<file path="src/rtl/stt_pkg.sv">
// ----------------------------------------------------------------------------
// stt_pkg
// Types, codes and score helpers shared by the transposition table blocks.
// ----------------------------------------------------------------------------
`default_nettype none

package stt_pkg;

  localparam int unsigned MATE_BAND  = 512;
  localparam int unsigned MATE_RESET = 32000;
  localparam int unsigned FIFO_DEPTH = 2;

  // APB register map (byte addresses)
  localparam int unsigned ADDR_W         = 3;
  localparam logic        REG_MATE_VALUE = 1'b0;  // paddr[2] selects register

  typedef enum logic [1:0] {
    BOUND_NONE  = 2'd0,
    BOUND_EXACT = 2'd1,
    BOUND_LOWER = 2'd2,
    BOUND_UPPER = 2'd3
  } bound_t;

  // request handed from the front end to the back end
  typedef struct packed {
    logic        is_store;
    logic [63:0] key;
    logic [6:0]  depth;
    logic [7:0]  ply;
    logic [15:0] score;   // already ply-adjusted for stores
    logic [1:0]  bound;
    logic [31:0] move;
    logic [15:0] alpha;
    logic [15:0] beta;
  } req_t;

  // one table slot
  typedef struct packed {
    logic [63:0] key;
    logic [31:0] move;
    logic [15:0] score;
    logic [6:0]  depth;
    logic [1:0]  bound;
  } entry_t;

  localparam int unsigned ENTRY_W = $bits(entry_t);

  // Mate-distance adjustment, exact 18-bit result. Upper band wins when the
  // two bands overlap.
  function automatic logic signed [17:0] mate_adjust(
    input logic [15:0] score,
    input logic [7:0]  ply,
    input logic [14:0] mate,
    input logic        storing
  );
    logic signed [17:0] s;
    logic signed [17:0] p;
    logic signed [17:0] hi_thr;
    logic signed [17:0] lo_thr;
    logic signed [17:0] res;
    s      = 18'($signed(score));
    p      = $signed({10'd0, ply});
    hi_thr = $signed({3'd0, mate}) - 18'sd512;
    lo_thr = 18'sd512 - $signed({3'd0, mate});
    if (s >= hi_thr) begin
      res = storing ? s + p : s - p;
    end else if (s <= lo_thr) begin
      res = storing ? s - p : s + p;
    end else begin
      res = s;
    end
    return res;
  endfunction

endpackage

`default_nettype wire

</file>
<file path="src/rtl/stt_front.sv">
// ----------------------------------------------------------------------------
// stt_front
// Accepts requests, classifies probe/store, applies store-side mate
// adjustment and queues the request for the back end.
// ----------------------------------------------------------------------------
`default_nettype none

module stt_front (
  input  wire logic          push,
  output logic               full,
  input  wire logic          mode,
  input  wire logic [63:0]   key,
  input  wire logic [6:0]    depth,
  input  wire logic [7:0]    ply,
  input  wire logic [15:0]   score_in,
  input  wire logic [1:0]    bound_kind,
  input  wire logic [31:0]   move,
  input  wire logic [15:0]   alpha,
  input  wire logic [15:0]   beta,
  input  wire logic [14:0]   mate_value,
  input  wire logic          busy,      // table clear in progress
  input  wire logic          q_full,
  output logic               q_wr,
  output stt_pkg::req_t      q_data
);

  logic signed [17:0] adj;

  assign full = q_full || busy;
  assign q_wr = push && !full;

  assign adj = stt_pkg::mate_adjust(score_in, ply, mate_value, 1'b1);

  always_comb begin
    q_data.is_store = mode;
    q_data.key      = key;
    q_data.depth    = depth;
    q_data.ply      = ply;
    // store keeps the wrapped adjusted score; probe does not use it
    q_data.score    = mode ? adj[15:0] : score_in;
    q_data.bound    = bound_kind;
    q_data.move     = move;
    q_data.alpha    = alpha;
    q_data.beta     = beta;
  end

endmodule

`default_nettype wire

</file>
<file path="config.mk">
export PLATFORM = sky130hd
export DESIGN_NAME = stt_front
export DESIGN_NICKNAME = d
export VERILOG_FILES = /design/src/rtl/stt_pkg.sv /design/src/rtl/stt_front.sv
export SDC_FILE = /design/constraint.sdc
export NUM_CORES = 1
export LEC_CHECK = 0
export ABC_CLOCK_PERIOD_IN_PS = 5500
export BUFFER_PORTS_ARGS = -buffer_cell sky130_fd_sc_hd__buf_2
export CORE_AREA = 2 2 132 134
export DETAILED_ROUTE_END_ITERATION = 10
export DIE_AREA = 0 0 134 136
export GPL_TIMING_DRIVEN = 0
export SLEW_MARGIN = 20
export SYNTH_ARGS = -nofsm -noshare
export SYNTH_HDL_FRONTEND = slang
export SYNTH_SLANG_ARGS = --single-unit
</file>
<file path="constraint.sdc">
create_clock -name vclk -period 5.5
set_clock_uncertainty 0.2 [all_clocks]
set_input_delay 1.1 -clock vclk [all_inputs]
set_output_delay 1.1 -clock vclk [all_outputs]
set_load 0.01 [all_outputs]
</file>
# Word level (Yosys, flattened, before mapping)

Cells that the tools add are included.

Output and inout bits: 164
Word-level logic and storage cells: 12
Input port bits: 180
Register bits after elaboration: 0

Magnitude comparators: 2
Reductions and logical operators: 3
Add/subtract/negate cells: 4
Mux-type cells: 3

Operators by type and width:

| operator               | number |
|---|---|
| $mux 16                | 3 |
| $add 16x9->16          | 1 |
| $ge 16x16->1           | 1 |
| $le 16x16->1           | 1 |
| $sub 10x15->16 const A | 1 |
| $sub 15x10->16 const B | 1 |
| $sub 16x9->16          | 1 |
| $logic_and 1x1->1      | 1 |
| $logic_not 1->1        | 1 |
| $logic_or 1x1->1       | 1 |

# Depth between registers and ports, before layout

Depth in word-level cells: 5
Mapped depth: 17
Depth with buffers taken out: 16

# Worst setup path after synthesis

Ideal clock, no wire load.

Path kind: input port to output port
Start: input mate_value[1]
End: output q_data[76] (netlist name)
Slack: -0.015 ns
Stages on the path: 17
Data required time: 4.200 ns
Buffers on the path: 1
Arrival time: 4.215 ns
Cells stage by stage: inv_1 ha_1 nand2_1 o21ai_0 nand2_1 nor3_1 xor2_1 ha_1 nand4_1 or2_1 or4_4 nand3_1 nand3_4 nor3_4 buf_6 a31oi_2 xnor2_1

RTL lines:

| item        | line            | text |
|---|---|---|
| from (decl) | stt_front.sv:20 | `input wire logic [14:0] mate_value,` |
| to (decl)   | stt_front.sv:24 | `output stt_pkg::req_t q_data` |

==> key figures <==
Timing
  • Hold Vio Cnt, Final: 0
  • WHS: around 2200 ps
  • Setup repair after global routing missed its margin: yes
  • Final setup fails: 15
  • Shortest period the worst path allows: 5650 ps
  • Max Clk Rate: ~0.18 GHz
  • Setup ws final: -154 ps
  • Least-Margin Pin Slew: roughly 800 ps
  • Final period util: 103%
  • Slew Limit Headroom: a little under half
  • Slew Limit Fails: 0

Floorplan
  • Die W: 134 um
  • I/O pins: 344
  • Initial Util: 19.7%
  • # rows: 48
  • Placeable Area: 16,900 um2
  • Die ar.: 18,200 um2
  • DIE HEIGHT: 136 um

GRT
  • First-pass GRT wire length: 15,800 um
  • Initial antenna violation count: 0
  • Global route overflow: 0
  • Gr usage total: 10.6%
  • Vias in the first global route: between 3,000 and 4,000
  • Pin count of the biggest net entering global routing: 10

Final layout
  • # clk buffers: 0
  • Final core occ: 30.3%
  • Sequential cells: 0
  • Area growth syn-to-layout: 53.8%
  • Ant diodes: 0
  • # nets final: 913
  • Fraction of layout cells with a size suffix above 1: 63.1%
  • Sequential cell area: 0 um2

Min path
  • Min-delay worst type: input pin to output port
  • Worst Hold Depth: 2
  • Hold path start: bound_kind[1]
  • WHS Endpoint: q_data[65]

Yosys
  • Yosys cell types: 53
  • Avg Inst Size Synth: 7.40 um2
  • Sequential-to-total area share from yosys stat: 0%
  • Synth warnings: 0
  • Syn nets: 682
  • Cells after Synth: 449
  • Syn Std Cell Area: 3320 um2

Detailed routing
  • Post-Route WL: 11,300 um
  • Remaining routing DRC violations: 0
  • Avg WL per Cell: 12.5 um
  • Antenna-violating nets left: 0
  • Drt first pass iters: 4
  • Vias per cell: around 4.1
  • Vias after detailed routing: approximately 3,700
  • Initial DRC Count: 74

Critical path
  • Crit path DAT: 4350 ps
  • CP endpoint kind: output port
  • Crit Path Max Fanout: 5
  • Critical path required time: 4200 ps
  • Worst setup path class: input pin to output port
  • Startpoint Class: input pin

Power
  • Power per cell area: roughly 87 nW/um2
  • LEAKAGE: 2.78 nW
  • Worst vdd ir: around 0.023 mV

Place
  • Port buffer count: 206
  • Post-DP HPWL: ~10000 um
  • Routability cong.: 0.802

Run
  • Maxcap violations: 0

Outcome
  • Run status: finished with violations
  • Failing checks: setup timing
cell usage after synthesis, types with 4 or more instances:
master / instances / share of area [%]
buf_4: 146 / 33
ha_1: 51 / 19
inv_1: 34 / 3.8
xnor2_1: 26 / 6.9
nor2_1: 20 / 2.3
nand2_1: 19 / 2.1
a21oi_1: 18 / 2.7
nor3_1: 15 / 2.3
o21ai_0: 13 / 2.0
a21o_1: 7 / 1.6
nand4_1: 7 / 1.3
a221oi_1: 6 / 1.6
nor2b_1: 6 / 1.1
and3_1: 5 / 0.94
nand3_1: 5 / 0.75
a22oi_1: 4 / 0.90
nand2b_1: 4 / 0.75
xor2_1: 4 / 1.1
how the worst max path moves through the flow:
| stage | startpoint | end | slack, ps | depth (start not counted) |
|---|---|---|---|---|
| CTS | mate_value[4] | q_data[76] | -180 | 18 |
| detailed placement | mate_value[2] | q_data[76] | -710 | 18 |
| global route | mate_value[6] | q_data[76] | -340 | 19 |
| global placement | mate_value[2] | q_data[76] | -710 | 18 |
| floorplan | mate_value[1] | q_data[81] | 6 | 17 |
| finish | mate_value[3] | q_data[72] | -150 | 19 |
power breakdown:
group | switching (mW) | total, mW | internal (mW)
Clock | 0 | 0 | 0
Sequential | 0 | 0 | 0
Combinational | 0.215 | 0.445 | 0.230
Total | 0.215 | 0.445 | 0.230
metal layers:
layer	track usage, %	part of all wire (%)	up-vias	routed length [um]
li1	-	-	1849	-
met1	11.5	37	1619	4210
met2	22.2	55	190	6150
met3	1.45	7.7	4	863
met4	0.946	0.43	0	49
met5	0	0	-	0
worst max-delay path, stage by stage:
cell	delay (ps)
buf_6	100
nor3_4	210
nand3_2	150
nor2_4	150
a21oi_4	80
nor3_2	120
xor2_1	90
ha_1	320
nand4_1	210
or2_1	300
or4_4	430
nand3b_1	170
nand3_4	120
nor3_4	180
buf_6	160
buf_6	110
nand3_2	60
and4b_1	170
buf_2	140
per-stage QoR:
step | setup WS, ps | instances | instance area [um2] | total power [mW] | setup TNS, ps
after floorplan | 6.12 | 449 | 3330 | 0.268 | 0
after global placement | -707 | 880 | 4640 | 0.400 | -9080
after detailed placement | -712 | 880 | 4640 | 0.404 | -9240
after CTS | -181 | 896 | 4960 | 0.432 | -1850
after global routing | -343 | 903 | 5110 | 0.491 | -4320
final | -154 | 903 | 5110 | 0.445 | -1640
cell type report:
type | instances | area [um2]
inverter | 34 | 133
tap | 225 | 282
buffer | 152 | 1130
fill | 1822 | 11800
timing repair buffer | 228 | 1260
multi-input combinational | 264 | 2310
layout by cell type, fill, tap and decap left out, types with 4 or more instances in the layout:
cell and count:
buf_2 201, buf_4 164, ha_1 49, inv_1 28, xnor2_1 23, nor2_1 19
a21oi_1 17, nand2_1 16, nor3_1 12, o21ai_0 10, buf_6 9, nand4_1 7
a21o_1 7, nor2b_1 6, and3_1 5, inv_2 4, xor2_1 4, nand2b_1 4
repair_timing:
action                     4_1_cts  5_1_grt
gates resized for setup         47       21
pin swaps                       27       20
setup endpoints to repair       16       16
cloned                           0        1
hold buffers                     0        0
buffers inserted                16        6
kinds of logic (layout without fill, tap and decap cells):
group                      count (synthesis)  in the layout  share of synthesized area [%]
adders and majority gates                 53             53                           20.4
and+or+nand+nor                          106            106                           18.3
buffers and inverters                    186            414                           37.8
xor gates and xnor gates                  30             30                           7.91
AOI/OAI and AO/OA                         73             74                           15.1
muxes                                      1              1                          0.452
No activity file was read; power rests on OpenSTA's default activity.
