### config.mk
export PLATFORM = sky130hd
export DESIGN_NAME = stt_fifo
export DESIGN_NICKNAME = d
export VERILOG_FILES = /design/src/rtl/stt_pkg.sv /design/src/rtl/stt_fifo.sv
export SDC_FILE = /design/constraint.sdc
export NUM_CORES = 1
export LEC_CHECK = 0
export ABC_AREA = 1
export BUFFER_PORTS_ARGS = -buffer_cell sky130_fd_sc_hd__buf_2
export CORE_MARGIN = 5
export CORE_UTILIZATION = 55
export CTS_CLUSTER_DIAMETER = 120
export DETAILED_ROUTE_END_ITERATION = 6
export PLACE_DENSITY = 0.79
export REMOVE_ABC_BUFFERS = 1
export SETUP_SLACK_MARGIN = 0.1
export SYNTH_ARGS = -nofsm -noshare
export SYNTH_HDL_FRONTEND = slang
export SYNTH_SLANG_ARGS = --single-unit
### constraint.sdc
create_clock -name clk -period 11.2 [get_ports clk]
set_input_delay 0 -clock clk [delete_from_list [all_inputs] [get_ports clk]]
set_output_delay 0 -clock clk [all_outputs]
set_load 0.02 [all_outputs]
### src/rtl/stt_pkg.sv
// ----------------------------------------------------------------------------
// stt_pkg
// Types, codes and score helpers shared by the transposition table blocks.
// ----------------------------------------------------------------------------
`default_nettype none

package stt_pkg;

  localparam int unsigned MATE_BAND  = 512;
  localparam int unsigned MATE_RESET = 32000;
  localparam int unsigned FIFO_DEPTH = 2;

  // APB register map (byte addresses)
  localparam int unsigned ADDR_W         = 3;
  localparam logic        REG_MATE_VALUE = 1'b0;  // paddr[2] selects register

  typedef enum logic [1:0] {
    BOUND_NONE  = 2'd0,
    BOUND_EXACT = 2'd1,
    BOUND_LOWER = 2'd2,
    BOUND_UPPER = 2'd3
  } bound_t;

  // request handed from the front end to the back end
  typedef struct packed {
    logic        is_store;
    logic [63:0] key;
    logic [6:0]  depth;
    logic [7:0]  ply;
    logic [15:0] score;   // already ply-adjusted for stores
    logic [1:0]  bound;
    logic [31:0] move;
    logic [15:0] alpha;
    logic [15:0] beta;
  } req_t;

  // one table slot
  typedef struct packed {
    logic [63:0] key;
    logic [31:0] move;
    logic [15:0] score;
    logic [6:0]  depth;
    logic [1:0]  bound;
  } entry_t;

  localparam int unsigned ENTRY_W = $bits(entry_t);

  // Mate-distance adjustment, exact 18-bit result. Upper band wins when the
  // two bands overlap.
  function automatic logic signed [17:0] mate_adjust(
    input logic [15:0] score,
    input logic [7:0]  ply,
    input logic [14:0] mate,
    input logic        storing
  );
    logic signed [17:0] s;
    logic signed [17:0] p;
    logic signed [17:0] hi_thr;
    logic signed [17:0] lo_thr;
    logic signed [17:0] res;
    s      = 18'($signed(score));
    p      = $signed({10'd0, ply});
    hi_thr = $signed({3'd0, mate}) - 18'sd512;
    lo_thr = 18'sd512 - $signed({3'd0, mate});
    if (s >= hi_thr) begin
      res = storing ? s + p : s - p;
    end else if (s <= lo_thr) begin
      res = storing ? s - p : s + p;
    end else begin
      res = s;
    end
    return res;
  endfunction

endpackage

`default_nettype wire

### src/rtl/stt_fifo.sv
// ----------------------------------------------------------------------------
// stt_fifo
// Short request queue between front end and back end.
// ----------------------------------------------------------------------------
`default_nettype none

module stt_fifo (
  input  wire logic          clk,
  input  wire logic          rst,
  input  wire logic          wr_en,
  input  wire stt_pkg::req_t wr_data,
  output logic               full,
  input  wire logic          rd_en,
  output logic               not_empty,
  output stt_pkg::req_t      rd_data
);

  localparam int unsigned PTR_W = $clog2(stt_pkg::FIFO_DEPTH);
  localparam int unsigned CNT_W = $clog2(stt_pkg::FIFO_DEPTH + 1);

  stt_pkg::req_t    slots [stt_pkg::FIFO_DEPTH];
  logic [PTR_W-1:0] wr_ptr;
  logic [PTR_W-1:0] rd_ptr;
  logic [CNT_W-1:0] count;

  assign full      = (count == CNT_W'(stt_pkg::FIFO_DEPTH));
  assign not_empty = (count != '0);
  assign rd_data   = slots[rd_ptr];

  always_ff @(posedge clk) begin
    if (wr_en) begin
      slots[wr_ptr] <= wr_data;
    end
  end

  always_ff @(posedge clk) begin
    if (rst) begin
      wr_ptr <= '0;
      rd_ptr <= '0;
      count  <= '0;
    end else begin
      if (wr_en) begin
        wr_ptr <= (wr_ptr == PTR_W'(stt_pkg::FIFO_DEPTH - 1)) ? '0 : wr_ptr + 1'b1;
      end
      if (rd_en) begin
        rd_ptr <= (rd_ptr == PTR_W'(stt_pkg::FIFO_DEPTH - 1)) ? '0 : rd_ptr + 1'b1;
      end
      unique case ({wr_en, rd_en})
        2'b10:   count <= count + 1'b1;
        2'b01:   count <= count - 1'b1;
        default: count <= count;
      endcase
    end
  end

endmodule

`default_nettype wire

Yosys cells after proc, flatten, opt, wreduce, memory -nomap -nowiden

Memory sizes are Yosys's and may differ from the RTL's. A register that Yosys moved wholly into a read port is not among the register bits.
Cells that the tools add are included.

Register bits after elaboration: 4
RAM bits: 324
Input bits: 166
Output and inout bits: 164
Logic and storage cells: 20
Memories kept: 1

$add $sub $neg: 4
Eq/ne operators: 3
Muxes and demuxes: 7
Reduce and logical (&&, ||, !) cells: 2

Memory list:

| name  | words | width | read ports | clocked after memory_dff | wr ports | line           | text |
|---|---|---|---|---|---|---|---|
| slots | 2     | 162   | 1          | 1                        | 1        | stt_fifo.sv:21 | `stt_pkg::req_t slots [stt_pkg::FIFO_DEPTH];` |

Operators with widths:

| operator              | count |
|---|---|
| $mux W1               | 6 |
| $eq A2 B2 Y1 const B  | 2 |
| $pmux W2 S2           | 1 |
| $reduce_bool A2 Y1    | 2 |
| $add A1 B1 Y1 const B | 2 |
| $add A2 B1 Y2 const B | 1 |
| $eq A2 B1 Y1 const B  | 1 |
| $sub A2 B1 Y2 const B | 1 |

Logic depth before layout (Yosys ltp)

Depth after elaboration: 4
Gate-level depth with buffers: 7
Gate-level depth less buffers: 7

Worst setup path before layout

No wires, ideal clock.

Path kind: flip-flop to flip-flop
Start: reg wr_ptr
End: mem slots[0][0] (netlist bit) (enable)
Arrival: 7.030 ns
Path slack: 3.479 ns
Stages on the path, launching flop included: 2
Clock period less this slack: 7.721 ns
Cell sequence: dfxtp_1 -> nor2_1

RTL lines:

| item                     | line           | text |
|---|---|---|
| start: declaration       | stt_fifo.sv:22 | `logic [PTR_W-1:0] wr_ptr;` |
| start signal: assignment | stt_fifo.sv:43 | `wr_ptr <= (wr_ptr == PTR_W'(stt_pkg::FIFO_DEPTH - 1)) ? '0 : wr_ptr + 1'b1;` |
| end: declaration         | stt_fifo.sv:21 |  |

Straight into the memory's write port.

==> results.sh <==
export IMPL_hpwl_um=16460
export IMPL_initialDrtViolationCount=399
export IMPL_irDropWorstVdd_mv=0.1601
export IMPL_synthToLayoutAreaGrowth_pct=38.37
export IMPL_die_h_um=159.1
export IMPL_wl_per_cell_um=20.97
export IMPL_placed_cell_area_sq_mm=0.01413
export IMPL_crit_fanout=67
export IMPL_path_clk_slew_ns=0.07
export IMPL_worstSkewPairLatency_ns=0.50
export IMPL_drv_slew=0
export IMPL_synth_area_leaders="edfxtp_1 80%, mux2_4 9.8%, mux2_2 7.5%"
export IMPL_required_ns=11.20
export IMPL_reg2regPathDepth=3
export IMPL_yosysTopAreaCellShare_pct=79.54
export IMPL_vias_per_cell=5.153
export IMPL_n_antenna_cell=0
export IMPL_drive_above_1_share_pct=50.93
export IMPL_ys_seq_area_share_pct=80.36
export IMPL_tightest_slew_ns=1.104
export IMPL_hold_viol=0
export IMPL_crit_type="reg2out"
export IMPL_p_leak_nw=6.643
export IMPL_synth_area_sq_mm=0.01223
export IMPL_grt_first_pass_wirelength_um=43380
export IMPL_grtUsageTotal_pct=21.84
export IMPL_grt_setup_unrepaired="false"
export IMPL_root_buffer="clkbuf_16"
export IMPL_vias=7008
export IMPL_hold_depth=2
export IMPL_avgSynthCellArea_sq_um=22.78
export IMPL_antenna_found_initial=0
export IMPL_r2r_start="wr_ptr"
export IMPL_routed_wl_um=28520
export IMPL_rows=54
export IMPL_cts_sinks=329
export IMPL_gp_congestion=0.7451
export IMPL_critPathArrivalTime_ns=2.78
export IMPL_setup_viol=0
export IMPL_drv_cap=0
export IMPL_hold_class="in2reg"
export IMPL_tns_ns=0
export IMPL_synth_common_cells="324 x edfxtp_1, 82 x mux2_2, 80 x mux2_4"
export IMPL_grt_max_degree=103
export IMPL_holdWs_ns=0.2185
export IMPL_first_pass_iters=4
export IMPL_final_nets=1222
export IMPL_core_area_sq_mm=0.02189
export IMPL_synthArstFlopShare_pct=0
export IMPL_crit_path_end_kind="output port"
export IMPL_finalPower_w=0.002990
export IMPL_dieArea_sq_mm=0.02532
export IMPL_power_density_mw_per_mm2=176.6
export IMPL_relSlewSlack_pct=26.40
export IMPL_fin_crit_ns=2.777
export IMPL_finClkSkew_ns=0.02373
export IMPL_outcome="finished clean"
export IMPL_start_kind="flop"
export IMPL_initial_utilization_pct=55.88
export IMPL_htree_num_levels=2
export IMPL_yosysUniqueCellTypes=15
export IMPL_yosys_register_bits=329
export IMPL_fmax_mhz=360.1
export IMPL_ys_flop_type="edfxtp_1"
export IMPL_fin_area_sq_mm=0.01693
export IMPL_cts_buffer_depth=3
export IMPL_fin_crit_sh_pct=24.80
export IMPL_drtAntennaViolNets=0
export IMPL_numCtsBuffers=34
export IMPL_netlist_instances=537
export IMPL_die_w_um=159.1
export IMPL_port_buffers=329
export IMPL_route_detailed_drc=0
export IMPL_synth_most_common_cell="edfxtp_1"
export IMPL_gr_total_overflow=0
export IMPL_hp_start="wr_data[9]"
export IMPL_fill_cells=1165
export IMPL_ios=330
export IMPL_grt_pass1_vias=7590
export IMPL_cts_tree="done"
export IMPL_yosysWarningCount=0
export IMPL_synth_edff_count=324
export IMPL_yosys_area_top_type="edfxtp_1"
## sequential cells by signal, indices dropped and copies added, names as in the netlist, named ones only
| register | cells |
|---|---|
| wr_ptr | 1 |
| rd_ptr | 1 |
| slots | 324 |
| count | 2 |
## report_power, final
part | internal [W] | switching [W] | leakage, nW
logic | 0.000183 | 0.000214 | 3.00
registers | 0.00143 | 0.0000229 | 3.08
clock network | 0.000696 | 0.000447 | 0.558
total | 0.00231 | 0.000683 | 6.64
## per-stage QoR
step,setup slack (ns),util (%),std cells
floorplan,3.479,-,519
finish,8.423,77.31,1360
global route,8.304,77.31,1360
detailed placement,8.729,64.55,1133
CTS,8.389,77.31,1360
global placement,8.705,64.55,1133
## critical path, stage by stage (launching register included)
cell	delay [ns]
dfxtp_4	0.69
buf_4	0.90
mux2_2	0.44
buf_2	0.17
## cell usage in the layout (no fill, tap or decap), drive strengths merged
master       count
ha               1
edfxtp         324
inv              8
clkbuf          43
nor2             9
buf            334
nor3             1
xnor2            1
clkinvlp         1
bufinv           5
dlygate4sd3    166
mux2           162
o21ai            1
nand2            6
dfxtp            5
nand4            1
a21oi            1
clkinv          11
## kinds of logic after synthesis
group,count (synthesis),share of synthesized area (%)
DFF,329,80.36
muxes,162,17.37
buffers and inverters,25,1.463
and+or+nand+nor,17,0.5523
AOI/OAI and AO/OA,2,0.08175
xor gates and xnor gates,1,0.07162
adders and majority gates,1,0.1023
## timing repair
action | CTS | global route
hold endpoints to repair | 329 | 0
buffers inserted | 0 | 0
hold buffers | 166 | 0
resized for setup | 0 | 0
## layout make-up
cell class | instances | area (sq um) | share of cell area, %
Timing Repair Buffer | 500 | 3346 | 19.77
Inverter | 7 | 31.28 | 0.1848
Clock inverter | 18 | 217.7 | 1.286
Tap cell | 280 | 350.3 | 2.070
Sequential cell | 329 | 9833 | 58.10
Clock buffer | 43 | 915.9 | 5.411
Multi-Input combinational cell | 183 | 2231 | 13.18
## routing by layer
| layer | global-route usage, % | share of wire, % | vias to the layer above |
|---|---|---|---|
| met4 | 7.135 | 2.9 | 0 |
| li1 | - | - | 3175 |
| met2 | 38.85 | 52 | 324 |
| met1 | 25.57 | 37 | 3447 |
| met3 | 6.316 | 7.5 | 62 |
| met5 | 0 | 0 | - |
## worst paths after layout
kind / end / slack [ns]
setup / recovery: rd_data[155] / 8.42
hold / removal: slots[0][9] / 0.22
hold reg to reg: count[1] / 0.51
setup reg to reg: slots[1][144] / 8.70
No activity file was read; power rests on OpenSTA's default activity.
